==> src/avt_pkg.sv <==
`timescale 1ns / 1ps
// Shared types, widths and constants for the affine vector transform.
// No dependencies; every other file of the block imports this package.
package avt_pkg;

   // Fixed-point format and operand widths
   localparam int FRAC_BITS   = 16;
   localparam int DATA_W      = 32;
   localparam int PROD_W      = 2 * DATA_W;
   localparam int PAIR_W      = PROD_W + 1;
   localparam int SUM_W       = PROD_W + 2;
   localparam int SHIFT_W     = SUM_W - FRAC_BITS;

   // Matrix shape
   localparam int NUM_ROWS    = 3;
   localparam int NUM_COLS    = 4;
   localparam int NUM_PAIRS   = NUM_COLS / 2;

   // Control/status register file
   localparam int NUM_CSR     = 6;
   localparam int CSR_INDEX_W = 3;
   localparam int CSR_DATA_W  = 64;
   localparam int CSR_PER_ROW = NUM_CSR / NUM_ROWS;
   localparam int COLS_PER_CSR = CSR_DATA_W / DATA_W;

   typedef enum logic [CSR_INDEX_W-1:0] {
      CSR_ROW0_COLS01,
      CSR_ROW0_COLS23,
      CSR_ROW1_COLS01,
      CSR_ROW1_COLS23,
      CSR_ROW2_COLS01,
      CSR_ROW2_COLS23
   } csr_index_type;

   // Input word and result word
   typedef struct packed {
      logic signed [DATA_W-1:0] in_x;
      logic signed [DATA_W-1:0] in_y;
      logic signed [DATA_W-1:0] in_z;
      logic signed [DATA_W-1:0] in_w;
   } req_type;

   typedef struct packed {
      logic signed [DATA_W-1:0] out_x;
      logic signed [DATA_W-1:0] out_y;
      logic signed [DATA_W-1:0] out_z;
      logic                     saturated;
   } rsp_type;

   // One row of coefficients or one vector, column 0 in element 0
   typedef logic [NUM_COLS-1:0][DATA_W-1:0] word_row_type;
   typedef word_row_type [NUM_ROWS-1:0]     matrix_type;

   // Load enables for the three stages inside a row unit
   typedef struct packed {
      logic load_prod;
      logic load_pair;
      logic load_sum;
   } pipe_en_type;

   // Reset value of each register: identity rows
   function automatic logic [CSR_DATA_W-1:0] csr_reset_value(input csr_index_type idx);
      logic [CSR_DATA_W-1:0] one;
      one = CSR_DATA_W'(1) << FRAC_BITS;
      unique case (idx)
         CSR_ROW0_COLS01: csr_reset_value = one;
         CSR_ROW1_COLS01: csr_reset_value = one << DATA_W;
         CSR_ROW2_COLS23: csr_reset_value = one;
         default:         csr_reset_value = '0;
      endcase
   endfunction

endpackage

==> src/avt_csr_regs.sv <==
`timescale 1ns / 1ps
// Coefficient register file: six 64-bit registers written over the csr port.
// Depends on avt_pkg for widths, register indexes and reset values.
module avt_csr_regs (
   input  logic                           clock,
   input  logic                           reset,
   input  logic                           csr_valid,
   input  logic [avt_pkg::CSR_INDEX_W-1:0] csr_index,
   input  logic [avt_pkg::CSR_DATA_W-1:0]  csr_data,
   output avt_pkg::matrix_type            matrix
);
   import avt_pkg::*;

   logic [CSR_DATA_W-1:0] regs_ff [NUM_CSR];
   logic [CSR_DATA_W-1:0] regs_in [NUM_CSR];
   logic                  index_ok;

   // Drop writes to indexes past the last register
   assign index_ok = (csr_index < CSR_INDEX_W'(NUM_CSR));

   always_comb begin
      for (int k = 0; k < NUM_CSR; k++) begin
         regs_in[k] = regs_ff[k];
      end
      if (csr_valid && index_ok) begin
         regs_in[csr_index] = csr_data;
      end
   end

   always_ff @(posedge clock) begin
      if (reset) begin
         for (int k = 0; k < NUM_CSR; k++) begin
            regs_ff[k] <= csr_reset_value(csr_index_type'(CSR_INDEX_W'(k)));
         end
      end else begin
         for (int k = 0; k < NUM_CSR; k++) begin
            regs_ff[k] <= regs_in[k];
         end
      end
   end

   // Split each register into its two signed coefficients
   always_comb begin
      for (int r = 0; r < NUM_ROWS; r++) begin
         for (int c = 0; c < NUM_COLS; c++) begin
            matrix[r][c] = regs_ff[r * CSR_PER_ROW + c / COLS_PER_CSR]
                                  [(c % COLS_PER_CSR) * DATA_W +: DATA_W];
         end
      end
   end

endmodule

==> config.mk <==
export PLATFORM = sky130hd
export DESIGN_NAME = avt_csr_regs
export DESIGN_NICKNAME = d
export VERILOG_FILES = /design/src/avt_pkg.sv /design/src/avt_csr_regs.sv
export SDC_FILE = /design/constraint.sdc
export NUM_CORES = 1
export LEC_CHECK = 0
export ABC_CLOCK_PERIOD_IN_PS = 1210
export BUFFER_PORTS_ARGS = -buffer_cell sky130_fd_sc_hd__buf_2
export CORE_MARGIN = 10
export CORE_UTILIZATION = 40
export DETAILED_ROUTE_END_ITERATION = 10
export SYNTH_ARGS = -nofsm -noshare
export SYNTH_HDL_FRONTEND = slang
export SYNTH_SLANG_ARGS = --single-unit
export TNS_END_PERCENT = 100
==> constraint.sdc <==
create_clock -name clock -period 1.21 [get_ports clock]
set_input_delay 0.1815 -clock clock [delete_from_list [all_inputs] [get_ports clock]]
set_output_delay 0.1815 -clock clock [all_outputs]
set_load 0.02 [all_outputs]
Word level (Yosys, flattened, before mapping)
Memories as Yosys holds them, arrays and structs flattened.
Index checks and enable logic that the tools add are counted.
Widths: inputs -> output; s select.
{"block": "word_totals", "reg_bits": 0, "mem_bits_rw": 384, "in_bits": 70, "out_inout_bits": 384, "word_cells": 29, "mem_count": 1}
{"block": "op_classes", "magnitude_cmp": 3, "muxes": 16, "n_bitwise": 7, "n_reduce_logical": 2}
{"name": "regs_ff", "depth": 6, "width": 64, "read_ports": 6, "rd_clocked_by_memory_dff": 0, "write_ports": 6, "line": "avt_csr_regs.sv:14", "source": "logic [CSR_DATA_W-1:0] regs_ff [NUM_CSR];"}
{"op": "$mux 64", "count": 10}
{"op": "$bwmux 384", "count": 1}
{"op": "$mux 384", "count": 1}
{"op": "$demux 64 s3", "count": 1}
{"op": "$or 1x1->1", "count": 6}
{"op": "$ge 4x4->1 const B", "count": 1}
{"op": "$lt 4x1->1 const B", "count": 1}
{"op": "$not 3->4", "count": 1}
{"op": "$lt 3x3->1 const B", "count": 1}
{"op": "$mux 1", "count": 3}
{"op": "$logic_and 1x1->1", "count": 2}

Depth between registers and ports, before layout
Gate-level depths: netlist of run 1.
{"block": "logic_depth", "ltp_word": 8, "ltp_mapped": 5, "depth_no_buf": 2}

Worst setup path after synthesis of run 1
No wires, ideal clock.
{"block": "synth_path", "path_kind": "input to register", "from": "in reset", "to": "mem regs_ff[0][0]", "t_arrival_ns": 0.975, "required_ns": 1.085, "path_slack_ns": 0.110, "stages": 5, "n_path_buf": 3, "cell_sequence": "buf_2 buf_2 clkbuf_1 nand2b_1 mux2i_1"}
{"element": "start: declaration", "line": "avt_csr_regs.sv:6", "source": "input logic reset,"}
{"element": "end: declaration", "line": "avt_csr_regs.sv:14"}

==> qor.csv, run 1 <==
stage,metric,value,unit
synth,yosysSeqAreaShare,0.515,
critical_path,cp.required,1.03,ns
clock_tree,clk_latency,0.51,ns
timing,hold_viol,0,
clock_tree,cts_made_buffers,41,
synth,synth.area.top_cells,"dfxtp_1 (51%), mux2i_1 (26%), nand2b_1 (19%)",
synth,synth_top_family_by_area,multiplexers,
floorplan,core,36700,um^2
power_and_ir_drop,p_leak,11.0,nW
global_routing,gr-total-overflow,0,
place,portBuffers,453,
floorplan,die_area,45500,um^2
critical_path,worstSetupStartpoint,regs_ff[2][10]$_SDFFE_PP0P_,
timing,skew,0,ns
floorplan,rows,70,
place,dpl_cell_area,18500,um^2
floorplan,ioPinCount,454,
critical_path,worstSetupPathType,reg2out,
cells_and_area,fin_util,0.604,
floorplan,die_h,213,um
critical_path,path_buf_inv,1,
critical_path,r2r-start,regs_ff[5][40]$_SDFFE_PP0P_,
synth,ys_warn_count,0,
floorplan,start_util,0.407,
drt,dr.first_iter.drc_count,381,
global_routing,grt_pass1_vias,11690,
run,cap_viol_max_count,0,
critical_path,critPathMaxStageDelay,0.37,ns
synth,synth_seq_cells,384,
timing,tightestPinTransition,0.344,ns
timing,layout_min_cycle_time,1.19,ns
clock_tree,cts_max_path_buffers,3,
synth,yosys.area_share.simple,0.194,
cells_and_area,area_delta_synth_final,48.3,%
place,post-dp-hpwl,35700,um
timing,rsz0062_at_grt,true,
timing,finalSetupViolCount,0,
critical_path,arrival,1.01,ns
clock_tree,htreeDepth,2,
cells_and_area,finalInstanceArea,22200,um^2
synth,yosys.area.top_type,dfxtp_1,
drt,routed_wl,49400,um
timing,slew_headroom,0.770,
power_and_ir_drop,ir_worst_vdd,0.721,mV
synth,synthMuxAreaShare,0.257,
cells_and_area,nets,1903,
critical_path,crit_chain,buf_6,
synth,synth_area,14900,um^2
timing,timing.final.crit_share,0.987,
timing,worst_slack,0.0156,ns
clock_tree,clk_pin_slew,0.06,ns
place,place_congestion,0.817,
synth,synth_compound_area_frac,0,
synth,syn_nets,1388,
global_routing,grt_pass1_wl,72500,um
critical_path,cp_max_fo,2,
drt,drtPass1Iterations,4,
critical_path,crit_family,flip-flops,
critical_path,crit_slowest_cell,dfxtp_2,
cells_and_area,largest_reg_flops,384,
min_path,hp-start,csr_data[13],
timing,fin_hold_ws,0.0635,ns
cells_and_area,top_register,regs_ff,
synth,synthCells,1318,
timing,slew_violations,0,
min_path,hold_class,in2reg,
timing,fmax,0.837,GHz
cells_and_area,final_common_cell,nand2b_1,
floorplan,die_w,213,um
run_status,outcome,"complete, no violations",
drt,post_drt_wl_per_cell,21.2,um
drt,routed-via-count,11094,
drt,antenna_left,0,
critical_path,startpoint_type,flip-flop,
power_and_ir_drop,p_per_area,1250,nW/um^2
synth,synth_adder_area_share,0,
global_routing,antenna_found_initial,2,
global_routing,grt.total_usage,0.206,
synth,avgSynthCellArea,11.3,um^2
global_routing,grt_max_degree,51,
critical_path,endpoint_kind,primary output,
synth,yosys.area.top_type_share,0.515,
synth,synth-xor-area-share,0,
drt,drc_errors,0,
cells_and_area,largestRegisters,regs_ff: 384 flops,
cells_and_area,final_cell_mix,"nand2b_1 (445), mux2i_1 (384), dfxtp_2 (304)",
clock_tree,clkSinkCount,384,
cells_and_area,drive_gt1_frac,0.501,
clock_tree,root_buffer,clkbuf_16,
drt,viasPerCell,4.77,
place,pre_cts_slack,-0.225,ns
clock_tree,cts_tree,yes,
synth,yosys.cell_types.count,13,
metrics by stage:
step | TNS (ns) | power [W] | instances
4_1_cts | -0.00160 | 0.0278 | 2325
6_report | 0 | 0.0276 | 2327
3_3_place_gp | -21.61 | 0.0157 | 2254
3_5_place_dp | -27.51 | 0.0158 | 2254
5_1_grt | -0.149 | 0.0286 | 2326
2_1_floorplan | 0 | 0.0147 | 1318
cells in the mapped netlist:
cell type	instances
buf_2	7
buf_4	34
buf_6	4
clkbuf_1	47
dfxtp_1	384
mux2i_1	384
nand2b_1	445
nand4b_1	2
nand4bb_1	3
nor2_1	5
nor4b_4	1
nor4bb_1	1
or4b_1	1
layer usage:
| metal | vias up | track usage | routed length (um) |
|---|---|---|---|
| met1 | 5367 | 0.251 | 20800 |
| li1 | 5373 | - | - |
| met5 | - | 0 | 11 |
| met2 | 278 | 0.347 | 24100 |
| met3 | 74 | 0.0556 | 3340 |
| met4 | 2 | 0.0616 | 1200 |
path summary, 6_finish.rpt:
path | depth (start not counted) | slack, ns | endpoint
setup / recovery | 1 | 0.02 | matrix[138]
hold / removal | 4 | 0.06 | regs_ff[5][13]$_SDFFE_PP0P_
setup reg to reg | 3 | 0.50 | regs_ff[5][40]$_SDFFE_PP0P_
hold reg to reg | 2 | 0.47 | regs_ff[0][54]$_SDFFE_PP0P_
area by class of cell:
class,count,area [um^2]
fillers,3052,14500
repair buffers,564,5450
flip-flops and latches,384,8080
well taps,468,586
diodes,1,2.50
clock buffers,62,1180
multi-input cells,842,6800
clock inverters,6,55.1
report_power, final:
group	total [W]	internal, W	switching [W]
clock network	0.0118	0.00691	0.00490
registers	0.0132	0.0130	0.000219
logic	0.00266	0.00131	0.00135
cells by family (layout without fill, tap and decap cells):
family        after synthesis  after routing
flops                     384            384
buf+inv                    92            632
simple gates              458            458
other cells                 0              1
mux                       384            384
timing repair:
item,in CTS,in global routing
hold buffers,2,0
setup buffers,1,1
hold endpoints to repair,2,0
setup endpoints to repair,358,249
gates resized for setup,644,326
Note: power is estimated with default switching activity, not from simulation.
==> run 2, diff against run 1 <==
Settings changed: CORE_UTILIZATION 40 to 51, PLACE_DENSITY set to 0.79.
==> run 2 against run 1 <==
  * Power up 1.7%
  * Clock power up 4%
  * Critical path type unchanged
  * Clock skew stayed put
  * Clock-buffer cell count is 1 lower
  * Sequential cell count is the same
  * Maximum frequency is 0.57% lower
  * Hold slack got worse by 0.019 ns
  * Register-to-register slack lost 0.12 ns
  * Via count is 4.6% higher
  * Cell area shrank 1.4%
==> qor.csv, run 2 (synthesis results as in run 1) <==
stage,metric,value,unit
place,dpl_cell_area,18200,um^2
critical_path,crit_slowest_cell,dfxtp_4,
critical_path,path_buf_inv,1,
clock_tree,root_buffer,clkbuf_16,
timing,fin_hold_ws,0.0445,ns
global_routing,antenna_found_initial,5,
critical_path,cp.required,1.03,ns
floorplan,rows,62,
run,cap_viol_max_count,0,
floorplan,core,28800,um^2
floorplan,ioPinCount,454,
cells_and_area,largest_reg_flops,384,
cells_and_area,finalInstanceArea,21900,um^2
clock_tree,cts_made_buffers,39,
drt,drc_errors,0,
critical_path,startpoint_type,flip-flop,
critical_path,critPathMaxStageDelay,0.38,ns
drt,post_drt_wl_per_cell,22.4,um
run_status,outcome,"complete, no violations",
clock_tree,htreeDepth,2,
timing,hold_viol,0,
drt,drtPass1Iterations,4,
critical_path,endpoint_kind,primary output,
timing,rsz0062_at_grt,true,
critical_path,arrival,1.02,ns
cells_and_area,drive_gt1_frac,0.495,
global_routing,grt_pass1_wl,72500,um
critical_path,crit_chain,buf_6,
global_routing,grt_max_degree,52,
timing,slew_headroom,0.753,
cells_and_area,fin_util,0.759,
clock_tree,clkSinkCount,384,
cells_and_area,nets,1880,
cells_and_area,largestRegisters,regs_ff: 384 flops,
cells_and_area,num-fill-cells,1735,
min_path,hold_class,in2reg,
cells_and_area,final_cell_mix,"nand2b_1 (445), mux2i_1 (384), dfxtp_2 (298)",
timing,timing.final.crit_share,0.993,
clock_tree,cts_max_path_buffers,3,
critical_path,r2r_setup_slack,0.38,ns
critical_path,cp_max_fo,2,
place,post-dp-hpwl,33500,um
timing,tightestPinTransition,0.371,ns
floorplan,die_h,191,um
floorplan,die_area,36500,um^2
cells_and_area,final_common_cell,nand2b_1,
drt,routed_wl,50000,um
drt,antenna_left,0,
timing,layout_min_cycle_time,1.20,ns
floorplan,die_w,191,um
global_routing,grt.total_usage,0.251,
place,portBuffers,453,
power_and_ir_drop,p_per_area,1290,nW/um^2
drt,viasPerCell,5.21,
cells_and_area,area_delta_synth_final,46.3,%
clock_tree,clk_latency,0.51,ns
power_and_ir_drop,ir_worst_vdd,1.21,mV
power_and_ir_drop,p_leak,10.9,nW
global_routing,gr-total-overflow,0,
critical_path,worstSetupPathType,reg2out,
floorplan,start_util,0.519,
place,place_congestion,0.842,
clock_tree,clk_pin_slew,0.06,ns
timing,skew,0,ns
drt,dr.first_iter.drc_count,525,
timing,slew_violations,0,
critical_path,crit_family,flip-flops,
drt,routed-via-count,11600,
global_routing,grt_pass1_vias,12364,
timing,finalSetupViolCount,0,
clock_tree,cts_tree,yes,
timing,fmax,0.833,GHz
cells_and_area,top_register,regs_ff,
-- run 2: layer usage --
metal / vias to the layer above / wire length, um / track usage
li1: 5355 / - / -
met1: 5676 / 18700 / 0.274
met2: 446 / 25000 / 0.435
met3: 121 / 4020 / 0.0820
met4: 2 / 2250 / 0.115
met5: - / 13 / 0
-- run 2: final cells by class --
| cell class | instances | area [um^2] | share of cell area |
|---|---|---|---|
| sequential | 384 | 8080 | 0.370 |
| multi-input combinational | 842 | 6810 | 0.311 |
| clock inverter | 10 | 114 | 0.00521 |
| clock buffer | 61 | 1210 | 0.0554 |
| timing repair buffer | 543 | 5150 | 0.236 |
| tap | 384 | 480 | 0.0220 |
| antenna | 4 | 10.0 | 0.000458 |
-- run 2: report_power, final --
group / internal, W / total (W) / switching [W]
registers: 0.0130 / 0.0132 / 0.000219
logic: 0.00125 / 0.00260 / 0.00135
clock network: 0.00734 / 0.0123 / 0.00499
total: 0.0215 / 0.0281 / 0.00656
-- run 2: through the flow --
stage / TNS [ns] / worst slack (ns) / instances / power, W
global placement: -5.24 / -0.156 / 2147 / 0.0156
global route: -0.286 / -0.0252 / 2227 / 0.0289
detailed placement: -9.17 / -0.168 / 2147 / 0.0157
finish: 0 / 0.00880 / 2228 / 0.0281
CTS: -0.0132 / -0.00510 / 2220 / 0.0281
floorplan: 0 / 0.110 / 1318 / 0.0147
-- run 2: worst register-to-register path: stages (launching register included) --
cell and delay [ns]:
dfxtp_2 0.35, buf_4 0.12, nand2b_1 0.07, mux2i_1 0.20
-- run 2: worst paths after layout --
check,start,to,cells after the start
min reg2reg,regs_ff[2][37]$_SDFFE_PP0P_,regs_ff[2][37]$_SDFFE_PP0P_,2
max reg2reg,regs_ff[4][22]$_SDFFE_PP0P_,regs_ff[4][22]$_SDFFE_PP0P_,3
max,regs_ff[0][7]$_SDFFE_PP0P_,matrix[7],1
min,csr_data[12],regs_ff[2][12]$_SDFFE_PP0P_,4
-- run 2: repair_timing --
item,in CTS,in global routing
endpoints found under the hold margin,3,0
buffers inserted,0,4
pin swaps,0,0
gates resized for setup,623,313
setup endpoints to repair,364,234
hold buffers,2,0
==> run 3, diff against run 2 <==
Settings changed: CTS_BUF_LIST set to sky130_fd_sc_hd__clkbuf_16, GPL_TIMING_DRIVEN set to 0.
==> run 3 against run 2 <==
  * The run now ends with setup timing left
  * Setup slack worse by 0.022 ns
  * Cell count is 0.13% higher
  * Via count is 1.4% higher
  * Sequential share of layout area is 0.89 points higher
  * Maximum frequency is 1.8% lower
  * Power is 4.0% lower
  * Register-to-register slack better by 0.08 ns
  * Critical path type unchanged
  * Critical endpoint is now matrix[92]
==> qor.csv, run 3 (synthesis results as in run 1) <==
stage,metric,value,unit
cells_and_area,drive_gt1_frac,0.481,
cells_and_area,largest_reg_flops,384,
global_routing,grt.total_usage,0.266,
power_and_ir_drop,seq_power_share,0.489,
global_routing,use_met3,0.0935,
clock_tree,cts_max_path_buffers,3,
run_status,outcome,"complete, but fails checks",
timing,worst_slack,-0.0127,ns
cells_and_area,area_delta_synth_final,43.3,%
drt,viasPerCell,5.27,
global_routing,grt_max_degree,15,
timing,slew_violations,0,
critical_path,reg2reg_depth,3,
clock_tree,root_buffer,clkbuf_16,
critical_path,arrival,1.04,ns
power_and_ir_drop,switching_power,0.00659,W
global_routing,grt_busiest_layer,met2,
global_routing,gr-total-overflow,0,
drt,routed-via-count,11766,
run,cap_viol_max_count,0,
power_and_ir_drop,p_clk_frac,0.417,
cells_and_area,register_area,8110,um^2
critical_path,endpoint_kind,primary output,
timing,hold_viol,0,
clock_tree,htreeDepth,2,
global_routing,grt_use_met2,0.457,
power_and_ir_drop,switching_share,0.244,
run_status,failed_checks,setup timing,
critical_path,r2r_setup_slack,0.46,ns
power_and_ir_drop,p_leak,10.6,nW
cells_and_area,final_common_cell,nand2b_1,
power_and_ir_drop,p_int,0.0204,W
cells_and_area,nets,1891,
floorplan,die_w,191,um
drt,drc_errors,0,
cells_and_area,multi_input_area,6750,um^2
critical_path,reg2reg_to,regs_ff[5][36]$_SDFFE_PP0P_,
drt,routed_wl,53000,um
floorplan,ioPinCount,454,
power_and_ir_drop,comb_power_share,0.094,
min_path,whs_endpoint,regs_ff[3][62]$_SDFFE_PP0P_,
critical_path,startpoint_type,flip-flop,
min_path,hp-start,csr_data[62],
critical_path,crit_slowest_cell,dfxtp_1,
timing,skew,0,ns
min_path,hold_depth,3,
critical_path,crit_chain,buf_6,
timing,slew_headroom,0.638,
clock_tree,clkSinkCount,384,
drt,dr.first_iter.drc_count,586,
cells_and_area,final_cell_mix,"nand2b_1 (443), mux2i_1 (384), dfxtp_2 (316)",
timing,tightestPinTransition,0.543,ns
floorplan,core,28800,um^2
power_and_ir_drop,power,0.0270,W
critical_path,critPathMaxStageDelay,0.38,ns
cells_and_area,top_register,regs_ff,
floorplan,start_util,0.519,
place,post-dp-hpwl,36700,um
timing,fin_hold_ws,0.0292,ns
critical_path,cp.required,1.03,ns
global_routing,met1_usage,0.288,
floorplan,die_area,36500,um^2
clock_tree,cts_made_buffers,39,
critical_path,worstSetupPathType,reg2out,
critical_path,cp_max_fo,2,
timing,timing.final.crit_share,1.01,
min_path,hold_class,in2reg,
timing,fin_tns_setup,-0.0135,ns
cells_and_area,num-fill-cells,1841,
timing,rsz0062_at_grt,true,
global_routing,grt_pass1_wl,75400,um
clock_tree,cts_tree,yes,
critical_path,path_buf_inv,1,
critical_path,crit_family,flip-flops,
floorplan,die_h,191,um
power_and_ir_drop,ir_worst_vdd,1.12,mV
clock_tree,clk_pin_slew,0.06,ns
place,portBuffers,452,
global_routing,antenna_found_initial,3,
drt,drtPass1Iterations,5,
timing,finalSetupViolCount,2,
floorplan,rows,62,
place,place_congestion,0.828,
cells_and_area,largestRegisters,regs_ff: 384 flops,
drt,post_drt_wl_per_cell,23.8,um
timing,fmax,0.818,GHz
global_routing,grt_pass1_vias,12440,
power_and_ir_drop,p_per_area,1260,nW/um^2
critical_path,r2r-start,regs_ff[5][36]$_SDFFE_PP0P_,
timing,layout_min_cycle_time,1.22,ns
clock_tree,clk_latency,0.52,ns
drt,antenna_left,0,
-- run 3: worst min-delay path: stages --
cell and delay, ns:
buf_2 0.11, nand2b_2 0.14, mux2i_1 0.09
-- run 3: timing repair --
| item | in CTS | in global routing |
|---|---|---|
| pin swaps | 0 | 0 |
| endpoints found under the hold margin | 3 | 0 |
| buffers inserted | 1 | 7 |
| hold buffers | 2 | 0 |
| setup endpoints to repair | 607 | 389 |
| gates cloned | 0 | 0 |
| gates resized for setup | 651 | 370 |
-- run 3: metal layers --
layer  vias to the layer above  routed length [um]
li1                       5358                   -
met5                         -                  13
met4                         2                2490
met2                       475               26000
met1                      5790               19900
met3                       141                4580
-- run 3: layout make-up --
cell class              count  share of cell area
well taps                 384              0.0224
flip-flops and latches    384               0.378
clock buffers              41              0.0479
clock inverters            24             0.00613
diodes                      2            0.000234
repair buffers            462               0.205
multi-input cells         842               0.315
plain buffers              92              0.0249
-- run 3: metrics by stage --
step	util	cell area (um^2)	std cells	setup slack, ns
2_1_floorplan	-	14900	1318	0.110
3_3_place_gp	0.614	17700	2154	-0.834
3_5_place_dp	0.614	17700	2154	-0.870
4_1_cts	0.711	20500	2222	-0.0123
5_1_grt	0.744	21400	2231	-0.0259
6_report	0.744	21400	2231	-0.0127
-- run 3: how the worst max path moves through the flow --
stage | slack, ns | to | from | depth (start not counted)
2_1_floorplan | 0.11 | regs_ff[0][0]$_SDFFE_PP0P_ | reset | 5
3_3_place_gp | -0.83 | regs_ff[1][62]$_SDFFE_PP0P_ | reset | 5
3_5_place_dp | -0.87 | regs_ff[3][13]$_SDFFE_PP0P_ | reset | 5
4_1_cts | -0.01 | matrix[7] | regs_ff[0][7]$_SDFFE_PP0P_ | 1
5_1_grt | -0.03 | matrix[7] | regs_ff[0][7]$_SDFFE_PP0P_ | 1
6_report | -0.01 | matrix[92] | regs_ff[1][28]$_SDFFE_PP0P_ | 1
-- run 3: power by group through the flow --
stage / clock network, W / logic, W / registers [W]
6_report: 0.0112 / 0.00254 / 0.0132
3_3_place_gp: 0 / 0.00218 / 0.0133
5_1_grt: 0.0118 / 0.00268 / 0.0132
4_1_cts: 0.0113 / 0.00242 / 0.0131
2_1_floorplan: 0 / 0.00100 / 0.0137
3_5_place_dp: 0 / 0.00221 / 0.0134
